**config.mk**
```make
export PLATFORM = sky130hd
export DESIGN_NAME = digit_group_separator_iterator_top
export DESIGN_NICKNAME = d
export VERILOG_FILES = /design/src/sv/dgs_pkg.sv /design/src/sv/dgs_ctrl.sv /design/src/sv/dgs_dp.sv /design/src/sv/digit_group_separator_iterator_top.sv
export SDC_FILE = /design/constraint.sdc
export NUM_CORES = 1
export LEC_CHECK = 0
export BUFFER_PORTS_ARGS = -buffer_cell sky130_fd_sc_hd__buf_4
export CAP_MARGIN = 20
export CORE_UTILIZATION = 35
export CTS_CLUSTER_SIZE = 8
export DETAILED_ROUTE_END_ITERATION = 12
export GPL_TIMING_DRIVEN = 0
export PLACE_DENSITY = 0.56
export SYNTH_ARGS = -nofsm -noshare
export SYNTH_HDL_FRONTEND = slang
export SYNTH_HIERARCHICAL = 1
export SYNTH_SLANG_ARGS = --single-unit
```
**constraint.sdc**
```tcl
create_clock -name clk -period 4.1 [get_ports clk]
set_input_delay 0.205 -clock clk [delete_from_list [all_inputs] [get_ports clk]]
set_output_delay 0.205 -clock clk [all_outputs]
set_load 0.005 [all_outputs]
```
**src/sv/dgs_pkg.sv**
```systemverilog
// Shared types, constants and table helpers for the digit group separator iterator.
// Used by dgs_ctrl, dgs_dp and digit_group_separator_iterator_top.
package dgs_pkg;

  localparam int GROUP_ENTRIES = 4;    // grouping entries honored per table
  localparam int TABLE_DEPTH   = 4;    // entries stored per table
  localparam int MAX_DIGITS    = 255;  // digit count cap
  localparam int GROUP_STOP    = 127;  // entry value that ends grouping
  localparam int DIG_W         = 8;    // digit counters and separator count
  localparam int NR_W          = 10;   // non-repeating digit total
  localparam int GIDX_W        = 3;    // group index
  localparam int CFG_IDX_W     = 3;    // configuration register index
  localparam int DIV_STEPS     = DIG_W;
  localparam int DIV_CNT_W     = $clog2(DIV_STEPS);

  typedef logic signed [7:0] entry_t;
  // [table][entry][bit]; table 0 numeric, table 1 monetary
  typedef logic [1:0][TABLE_DEPTH-1:0][7:0] tbl_t;

  localparam tbl_t TBL_RESET = {8'd0, 8'd0, 8'd0, 8'd3, 8'd0, 8'd0, 8'd0, 8'd3};

  typedef enum logic [2:0] {
    S_IDLE,
    S_STEP,
    S_WALK,
    S_DIV,
    S_EMIT
  } state_t;

  typedef struct packed {
    logic start;     // load counters for a new number
    logic step;      // advance one digit and load the output word
    logic walk;      // walk one grouping table entry
    logic div_step;  // one restoring division step
    logic div_last;  // final division step, fold quotient and remainder back
    logic emit;      // load the start result into the output word
  } dgs_cmd_t;

  typedef struct packed {
    logic trivial;   // the pending start item needs no table walk
    logic walk_end;  // the walk finishes in this entry
    logic walk_div;  // the walk reached a repeating entry, divide next
    logic out_free;  // the output register can take a word this cycle
  } dgs_status_t;

  // Entries past the configured table read as zero, i.e. repeat.
  function automatic entry_t entry_at(tbl_t t, logic sel, logic [GIDX_W-1:0] idx);
    entry_t v;
    v = '0;
    if (int'(idx) < GROUP_ENTRIES && int'(idx) < TABLE_DEPTH) begin
      v = entry_t'(t[sel][idx[1:0]]);
    end
    return v;
  endfunction

  function automatic logic ends_grouping(entry_t v);
    return (v == entry_t'(GROUP_STOP)) || v[7];
  endfunction

endpackage

```
**src/sv/dgs_ctrl.sv**
```systemverilog
// Controller state machine of the digit group separator iterator.
// Depends on dgs_pkg; drives dgs_dp through dgs_cmd_t and reads dgs_status_t.
module dgs_ctrl
  import dgs_pkg::*;
(
  input  logic        clk,
  input  logic        rst_n,
  input  logic        in_valid,
  input  logic        in_mode,
  output logic        in_ready,
  input  dgs_status_t status,
  output dgs_cmd_t    cmd
);

  state_t                 state_r, state_nxt;
  logic [DIV_CNT_W-1:0]   cnt_r, cnt_nxt;
  logic                   cnt_last;

  assign cnt_last = (cnt_r == DIV_CNT_W'(DIV_STEPS - 1));

  always_ff @(posedge clk) begin
    if (!rst_n) begin
      state_r <= S_IDLE;
      cnt_r   <= '0;
    end else begin
      state_r <= state_nxt;
      cnt_r   <= cnt_nxt;
    end
  end

  assign cnt_nxt = (state_r == S_DIV) ? cnt_r + DIV_CNT_W'(1) : '0;

  always_comb begin
    state_nxt = state_r;
    unique case (state_r)
      S_IDLE: begin
        if (in_valid) begin
          if (in_mode) begin
            state_nxt = status.out_free ? S_IDLE : S_STEP;
          end else begin
            state_nxt = status.trivial ? S_EMIT : S_WALK;
          end
        end
      end
      S_STEP: begin
        if (status.out_free) state_nxt = S_IDLE;
      end
      S_WALK: begin
        if (status.walk_end) begin
          state_nxt = S_EMIT;
        end else if (status.walk_div) begin
          state_nxt = S_DIV;
        end
      end
      S_DIV: begin
        if (cnt_last) state_nxt = S_EMIT;
      end
      S_EMIT: begin
        if (status.out_free) state_nxt = S_IDLE;
      end
      default: state_nxt = S_IDLE;
    endcase
  end

  always_comb begin
    cmd      = '0;
    in_ready = 1'b0;
    unique case (state_r)
      S_IDLE: begin
        in_ready = 1'b1;
        if (in_valid) begin
          cmd.step  = in_mode && status.out_free;
          cmd.start = !in_mode;
        end
      end
      S_STEP: cmd.step = status.out_free;
      S_WALK: cmd.walk = 1'b1;
      S_DIV: begin
        cmd.div_step = 1'b1;
        cmd.div_last = cnt_last;
      end
      S_EMIT: cmd.emit = status.out_free;
      default: cmd = '0;
    endcase
  end

endmodule

```
**src/sv/dgs_dp.sv**
```systemverilog
// Datapath of the digit group separator iterator: grouping tables, digit counters,
// bit-serial divider for repeating groups and the output register. Depends on dgs_pkg.
module dgs_dp
  import dgs_pkg::*;
(
  input  logic                 clk,
  input  logic                 rst_n,
  input  logic                 cfg_we,
  input  logic [CFG_IDX_W-1:0] cfg_index,
  input  logic [7:0]           cfg_data,
  input  logic [DIG_W-1:0]     in_digit_count,
  input  logic                 in_use_monetary,
  output logic                 out_valid,
  input  logic                 out_ready,
  output logic                 out_separator_before,
  output logic                 out_grouping_active,
  output logic [DIG_W-1:0]     out_separator_count,
  output logic                 out_underrun_error,
  input  dgs_cmd_t             cmd,
  output dgs_status_t          status
);

  tbl_t               tbl_r, tbl_nxt;
  logic [DIG_W-1:0]   dl_r, dl_nxt;       // digits left
  logic [DIG_W-1:0]   dlig_r, dlig_nxt;   // digits left in group, remainder during setup
  logic [GIDX_W-1:0]  gi_r, gi_nxt;
  logic [NR_W-1:0]    nr_r, nr_nxt;
  logic [DIG_W-1:0]   sep_r, sep_nxt;
  logic               sel_r, sel_nxt;
  logic [DIG_W-1:0]   dvd_r, dvd_nxt;     // dividend shifting out, quotient shifting in
  logic [DIG_W-1:0]   part_r, part_nxt;   // partial remainder
  logic [DIG_W-1:0]   size_r, size_nxt;   // divisor
  logic               out_valid_r, out_valid_nxt;
  logic               osb_r, osb_nxt;
  logic               oact_r, oact_nxt;
  logic [DIG_W-1:0]   ocnt_r, ocnt_nxt;
  logic               oun_r, oun_nxt;

  logic [DIG_W-1:0]   d_cap;
  entry_t             first;
  entry_t             w_size_s, w_next;
  logic [DIG_W-1:0]   w_size;
  logic               w_le;
  logic [DIG_W-1:0]   p_sh, p_nx, q_nx;
  logic               p_ge;
  logic               underrun;
  logic [DIG_W-1:0]   dl_dec;
  logic [GIDX_W-1:0]  gi_dec;
  entry_t             step_v;
  logic               out_free;

  // Start item: clamp the count and look at the first entry of the chosen table.
  assign d_cap = (int'(in_digit_count) > MAX_DIGITS) ? DIG_W'(MAX_DIGITS) : in_digit_count;
  assign first = entry_at(tbl_r, in_use_monetary, '0);

  // Table walk: current entry and the one after it.
  assign w_size_s = entry_at(tbl_r, sel_r, gi_r);
  assign w_next   = entry_at(tbl_r, sel_r, gi_r + GIDX_W'(1));
  assign w_size   = DIG_W'($unsigned(w_size_s));
  assign w_le     = (dlig_r <= w_size);

  // Restoring division, one quotient bit per cycle.
  assign p_sh = {part_r[DIG_W-2:0], dvd_r[DIG_W-1]};
  assign p_ge = (p_sh >= size_r);
  assign p_nx = p_ge ? p_sh - size_r : p_sh;
  assign q_nx = {dvd_r[DIG_W-2:0], p_ge};

  // Digit step.
  assign underrun = (dl_r == '0);
  assign dl_dec   = dl_r - DIG_W'(1);
  assign gi_dec   = (({{(NR_W-DIG_W){1'b0}}, dl_dec} < nr_r) && (gi_r != '0))
                    ? gi_r - GIDX_W'(1) : gi_r;
  assign step_v   = entry_at(tbl_r, sel_r, gi_dec);

  assign out_free = !out_valid_r || out_ready;

  assign status.trivial  = (d_cap <= DIG_W'(1)) || (first <= 8'sd0)
                           || (first == entry_t'(GROUP_STOP));
  assign status.walk_end = w_le || ends_grouping(w_next);
  assign status.walk_div = !w_le && (w_next == 8'sd0);
  assign status.out_free = out_free;

  always_comb begin
    tbl_nxt       = tbl_r;
    dl_nxt        = dl_r;
    dlig_nxt      = dlig_r;
    gi_nxt        = gi_r;
    nr_nxt        = nr_r;
    sep_nxt       = sep_r;
    sel_nxt       = sel_r;
    dvd_nxt       = dvd_r;
    part_nxt      = part_r;
    size_nxt      = size_r;
    osb_nxt       = osb_r;
    oact_nxt      = oact_r;
    ocnt_nxt      = ocnt_r;
    oun_nxt       = oun_r;
    out_valid_nxt = out_valid_r && !out_ready;

    if (cfg_we) begin
      tbl_nxt[cfg_index[2]][cfg_index[1:0]] = cfg_data;
    end

    priority if (cmd.start) begin
      // The same load serves the no-grouping case and the start of a walk.
      sel_nxt  = in_use_monetary;
      dl_nxt   = d_cap;
      dlig_nxt = d_cap;
      gi_nxt   = '0;
      nr_nxt   = '0;
      sep_nxt  = '0;
    end else if (cmd.walk) begin
      if (w_le) begin
        nr_nxt = nr_r + NR_W'(w_size);
      end else begin
        dlig_nxt = dlig_r - w_size;
        sep_nxt  = sep_r + DIG_W'(1);
        if (w_next == 8'sd0) begin
          // Repeating group: the rest is handled by dividing by this size.
          dvd_nxt  = dlig_r - w_size - DIG_W'(1);
          part_nxt = '0;
          size_nxt = w_size;
        end else begin
          nr_nxt = nr_r + NR_W'(w_size);
          gi_nxt = gi_r + GIDX_W'(1);
        end
      end
    end else if (cmd.div_step) begin
      dvd_nxt  = q_nx;
      part_nxt = p_nx;
      if (cmd.div_last) begin
        sep_nxt  = sep_r + q_nx;
        dlig_nxt = p_nx + DIG_W'(1);
      end
    end else if (cmd.step) begin
      out_valid_nxt = 1'b1;
      osb_nxt       = 1'b0;
      oact_nxt      = 1'b0;
      ocnt_nxt      = '0;
      oun_nxt       = underrun;
      if (!underrun) begin
        dl_nxt = dl_dec;
        if (dlig_r != '0) begin
          dlig_nxt = dlig_r - DIG_W'(1);
        end else begin
          gi_nxt   = gi_dec;
          dlig_nxt = (step_v > 8'sd1) ? DIG_W'($unsigned(step_v)) - DIG_W'(1) : '0;
          osb_nxt  = 1'b1;
        end
      end
    end else if (cmd.emit) begin
      out_valid_nxt = 1'b1;
      osb_nxt       = 1'b0;
      oun_nxt       = 1'b0;
      oact_nxt      = (sep_r != '0);
      ocnt_nxt      = sep_r;
    end else begin
      dl_nxt = dl_r;
    end
  end

  always_ff @(posedge clk) begin
    if (!rst_n) begin
      tbl_r       <= TBL_RESET;
      dl_r        <= '0;
      dlig_r      <= '0;
      gi_r        <= '0;
      nr_r        <= '0;
      sep_r       <= '0;
      sel_r       <= 1'b0;
      out_valid_r <= 1'b0;
    end else begin
      tbl_r       <= tbl_nxt;
      dl_r        <= dl_nxt;
      dlig_r      <= dlig_nxt;
      gi_r        <= gi_nxt;
      nr_r        <= nr_nxt;
      sep_r       <= sep_nxt;
      sel_r       <= sel_nxt;
      out_valid_r <= out_valid_nxt;
    end
  end

  always_ff @(posedge clk) begin
    dvd_r  <= dvd_nxt;
    part_r <= part_nxt;
    size_r <= size_nxt;
    osb_r  <= osb_nxt;
    oact_r <= oact_nxt;
    ocnt_r <= ocnt_nxt;
    oun_r  <= oun_nxt;
  end

  assign out_valid            = out_valid_r;
  assign out_separator_before = osb_r;
  assign out_grouping_active  = oact_r;
  assign out_separator_count  = ocnt_r;
  assign out_underrun_error   = oun_r;

endmodule

```
**src/sv/digit_group_separator_iterator_top.sv**
```systemverilog
// Top level of the digit group separator iterator.
// Depends on dgs_pkg, dgs_ctrl and dgs_dp.
//
// Usage: the input channel (in_valid/in_ready) takes one word per item. A word with
// in_mode 0 starts a number: in_digit_count digits, table chosen by in_use_monetary.
// Its result word gives out_separator_count and out_grouping_active. Each following
// word with in_mode 1 walks one digit, most significant first, and its result word
// says whether a separator precedes that digit, or flags an underrun when no digits
// are left. Exactly one result word comes back per input word, in order.
// Digit words: the result is loaded into the output register once the word is taken
// and the register is free; a new digit word is accepted every cycle while the
// output register drains. A start word walks one grouping entry at a time (up to
// four) and, when a repeating entry is reached, runs the bit-serial divider, then
// loads the result. No input is accepted during that time. The cfg port writes the
// eight grouping entries (0..3 numeric, 4..7 monetary); the user must do so only
// while idle; the block does not enforce it. Reset (rst_n low, synchronous) restores
// the tables to 3,0,0,0, clears the digit counters and empties the output register.
// When out_ready is low, the result word holds in the output register; a digit word
// arriving then is taken and waits in the controller until the register frees up.
module digit_group_separator_iterator_top
  import dgs_pkg::*;
(
  input  logic                 clk,
  input  logic                 rst_n,
  input  logic                 cfg_we,
  input  logic [CFG_IDX_W-1:0] cfg_index,
  input  logic [7:0]           cfg_data,
  input  logic                 in_valid,
  output logic                 in_ready,
  input  logic                 in_mode,
  input  logic [DIG_W-1:0]     in_digit_count,
  input  logic                 in_use_monetary,
  output logic                 out_valid,
  input  logic                 out_ready,
  output logic                 out_separator_before,
  output logic                 out_grouping_active,
  output logic [DIG_W-1:0]     out_separator_count,
  output logic                 out_underrun_error
);

  dgs_cmd_t    cmd;
  dgs_status_t status;

  dgs_ctrl u_ctrl (
    .clk      (clk),
    .rst_n    (rst_n),
    .in_valid (in_valid),
    .in_mode  (in_mode),
    .in_ready (in_ready),
    .status   (status),
    .cmd      (cmd)
  );

  dgs_dp u_dp (
    .clk                  (clk),
    .rst_n                (rst_n),
    .cfg_we               (cfg_we),
    .cfg_index            (cfg_index),
    .cfg_data             (cfg_data),
    .in_digit_count       (in_digit_count),
    .in_use_monetary      (in_use_monetary),
    .out_valid            (out_valid),
    .out_ready            (out_ready),
    .out_separator_before (out_separator_before),
    .out_grouping_active  (out_grouping_active),
    .out_separator_count  (out_separator_count),
    .out_underrun_error   (out_underrun_error),
    .cmd                  (cmd),
    .status               (status)
  );

  // The controller issues at most one datapath operation per cycle.
  a_one_cmd: assert property (@(posedge clk) disable iff (!rst_n)
    $onehot0({cmd.start, cmd.step, cmd.walk, cmd.div_step, cmd.emit}))
    else $error("more than one datapath command in a cycle");

  // The last division step only comes with a division step.
  a_div_last: assert property (@(posedge clk) disable iff (!rst_n)
    cmd.div_last |-> cmd.div_step)
    else $error("division finish without a division step");

  // No input is taken while a table walk or division is running.
  a_busy: assert property (@(posedge clk) disable iff (!rst_n)
    (cmd.walk || cmd.div_step) |-> !in_ready)
    else $error("input ready during setup");

  // A start result reports grouping exactly when it counts separators.
  a_emit: assert property (@(posedge clk) disable iff (!rst_n)
    cmd.emit |=> out_valid && (out_grouping_active == (out_separator_count != '0)))
    else $error("start result inconsistent");

endmodule

```
==> metrics.csv <==
stage,metric,value,unit
outcome,status,finished with violations,
outcome,violations,setup timing,
timing,min_period,4.14,ns
setup_path,crit_path_frequent_cell,buf_6,
routing,wire_per_inst,18.5,µm
timing,worst_slew_pin_slew,1.16,ns
floorplanning,core_area,27900,µm²
setup_path,crit_required,4.45,ns
logic_synthesis,yosysWarningCount,6,
setup_path,critPathMaxStageDelay,0.40,ns
grt,grt_antenna_before_repair,0,
routing,firstDrtPassIters,5,
placed_design,placed_area,10700,µm²
routing,wl,31000,µm
grt,grt_pass1_vias,8778,
cts,clkLatencyLatePin,0.44,ns
timing,slew_headroom,22.0,%
cts,holdBufCountCts,0,
placed_design,port-buffer-count,27,
layout,fill_cells,2854,
logic_synthesis,yosys-top-cells-count,"nand2_1, a21oi_1, nor2_1",
grt,use_met3,3.35,%
logic_synthesis,yosysSeqAreaShare,32.1,%
routing,viasPerCell,5.44,
logic_synthesis,synthCells,1214,
grt,grt_usage,21.8,%
layout,layout-drive-gt1-share,17.2,%
timing,rsz0062_at_grt,yes,
layout,post-route-cell-area,11900,µm²
logic_synthesis,synthArstFlopShare,0,%
timing,timing.final.crit_share,101,%
cts,root_buffer,clkbuf_16,
logic_synthesis,synth_top_area_share,21.8,%
logic_synthesis,ys_types,79,
cts,cts_buffers,17,
floorplanning,die_w,171,µm
pwr,peakVddDrop,0.000242,V
timing,fmax,0.242,GHz
routing,num_vias,9094,
hold_path,hold_path_class,input pin to flop,
cts,cts_buffer_depth,2,
logic_synthesis,synth_area_leader_cell,dfxtp_1,
grt,grt_max_degree,17,
timing,setup_viol,1,
cts,cts_tree,built,
routing,drt_iter0_markers,505,
floorplanning,start_util,35.8,%
placed_design,dp_slack,-0.899,ns
layout,area_delta_synth_final,18.8,%
timing,skew,0.0206,ns
logic_synthesis,ys.flop_type,dfxtp_1,
logic_synthesis,synth_fp_nets,1295,
placed_design,gp_congestion,0.899,
grt,grt_overflow,0,
pwr,p_leak,4.53,nW
floorplanning,pin_count,39,
routing,ant_nets,0,
layout,finalNetCount,1363,
logic_synthesis,synth_area_leaders,"dfxtp_1, edfxtp_1, nand2_1, ha_1, a21oi_1",
floorplanning,fp.dieArea,29200,µm²
timing,drv_slew,0,
setup_path,end_kind,flop,
timing,hold_viol_final,0,
setup_path,startpoint_type,flop,
setup_path,arrival,4.49,ns
logic_synthesis,synth_edf_count,34,
routing,drcViolationCount,0,
grt,grt_pass1_wl,48800,µm
timing,tns,-0.0393,ns
cts,cts.reportedPaths.clkPinSlew,0.07,ns
cts,cts.sinks,143,
setup_path,path_class,flop to flop,
grt,grtUsageMet1,26.7,%
setup_path,path_cells,or3_4 -> nor2_2 -> nand2_2 -> xnor2_2 -> ha_1 -> and4bb_1 -> buf_6 -> a211oi_4 -> buf_6 -> mux4_2 -> or2_4 -> ha_4 -> nor2_4 -> o211ai_1 -> a211oi_2 -> o2111ai_2 -> a31oi_1,
logic_synthesis,synth_most_common_cell,nand2_1,
grt,top_usage_layer,met2,
placed_design,hpwl,23200,µm
layout,n_antenna_cell,0,
job,drv_cap,0,
setup_path,slowest_stage,or3_4,
pwr,pwr_density_cell,620,nW/µm²
setup_path,cp_max_fo,6,
logic_synthesis,synth-seq-cells,143,
cts,htree_levels,4,
floorplanning,placementRows,61,
logic_synthesis,syn-mean-instance-area,8.23,µm²
setup_path,r2r_slack,-0.04,ns
floorplanning,dieHeight,171,µm
timing,worst_slack,-0.0393,ns
layout,post-route-util,42.5,%
logic_synthesis,syn_area,9990,µm²
grt,met2_usage,37.7,%
[cell type report]
class,count,area [µm²],share of cell area [%]
Clock inverter,13,155,1.31
Multi-Input combinational cell,952,6640,55.9
Timing Repair Buffer,53,415,3.50
Buffer,55,320,2.70
Inverter,60,225,1.90
Tap cell,378,473,3.99
Sequential cell,143,3210,27.1
Clock buffer,18,429,3.62
[metal layers]
layer | routed length (µm) | part of all wire (%) | vias up
met1 | 13500 | 44 | 4325
li1 | - | - | 4445
met2 | 14900 | 48 | 265
met4 | 1100 | 3.6 | 0
met3 | 1450 | 4.7 | 59
met5 | 0 | 0 | -
[where the power goes]
part | switching, W | internal, W
logic | 0.00222 | 0.00162
registers | 0.000217 | 0.00170
clock network | 0.000689 | 0.000911
total | 0.00313 | 0.00423
[state kept, by name (all words and copies together), names as in the netlist]
name                       flops
u_dp/nr_r                     10
u_ctrl/cnt_r                   3
u_dp/out_grouping_active       1
u_dp/out_valid                 1
u_dp/dvd_r                     8
u_dp/sep_r                     8
u_dp/gi_r                      3
u_dp/out_separator_count       8
u_dp/part_r                    7
u_dp/sel_r                     1
u_dp/size_r                    8
u_dp/out_separator_before      1
u_dp/dl_r                      8
u_dp/out_underrun_error        1
u_dp/tbl_r                    64
u_dp/dlig_r                    8
u_ctrl/state_r                 3
[kinds of logic after synthesis]
kind of cell,synth area share [%]
buffers and inverters,5.11
multiplexers,11.4
flip-flops,32.1
XOR/XNOR,4.30
adder cells (fa/ha/maj),7.19
AO/OA/AOI/OAI,17.3
AND/OR/NAND/NOR,22.7
[through the flow]
stage	total power (W)	hold slack, ns	instances
floorplan	0.00426	0.314	1214
CTS	0.00710	0.0354	1671
global route	0.00782	0.0809	1672
finish	0.00736	0.0453	1672
detailed placement	0.00522	0.410	1620
global placement	0.00518	0.407	1619
[cell usage in the layout, fill, tap and decap left out, drive strengths merged, types with 7 or more instances in the layout]
master    n
buf      82
o21a      7
nor2b    23
xnor2    28
and2      8
mux4     22
a211oi   11
nor3     34
and3      8
inv      66
o31ai     8
mux2     12
nand2b   13
o211ai    9
mux2i    50
nor4     10
edfxtp   34
or3       8
xor2     21
o21bai   15
nand4    10
or2       9
a31oi     7
nor2    111
clkbuf   44
nand3    25
a21oi   115
nand2   214
a21o     15
dfxtp   109
o21ai    46
ha       51
[worst paths after layout]
kind,endpoint,depth (start not counted),from
setup / recovery,u_dp/dlig_r[6],17,u_dp/dl_r[3]
hold / removal,u_dp/dl_r[1],3,in_digit_count[1]
setup reg to reg,u_dp/dlig_r[6],17,u_dp/dl_r[3]
hold reg to reg,u_ctrl/cnt_r[0],1,u_ctrl/cnt_r[0]
[worst max-delay path: cells and delay by family (launching register included)]
family          cells  cell delay (ns)
simple gates        6             1.22
buf+inv             2             0.28
mux                 1             0.32
flops               1             0.37
fa+ha+maj           2             0.43
compound gates      5             1.18
xor+xnor            1             0.25
[repair_timing]
action                                  4_1_cts  5_1_grt
endpoints found under the setup margin       57       54
cloned                                        0        0
buffers inserted                             21        3
pin swaps                                    26       22
gates resized for setup                      59       44
No activity file was read; power rests on OpenSTA's default activity.
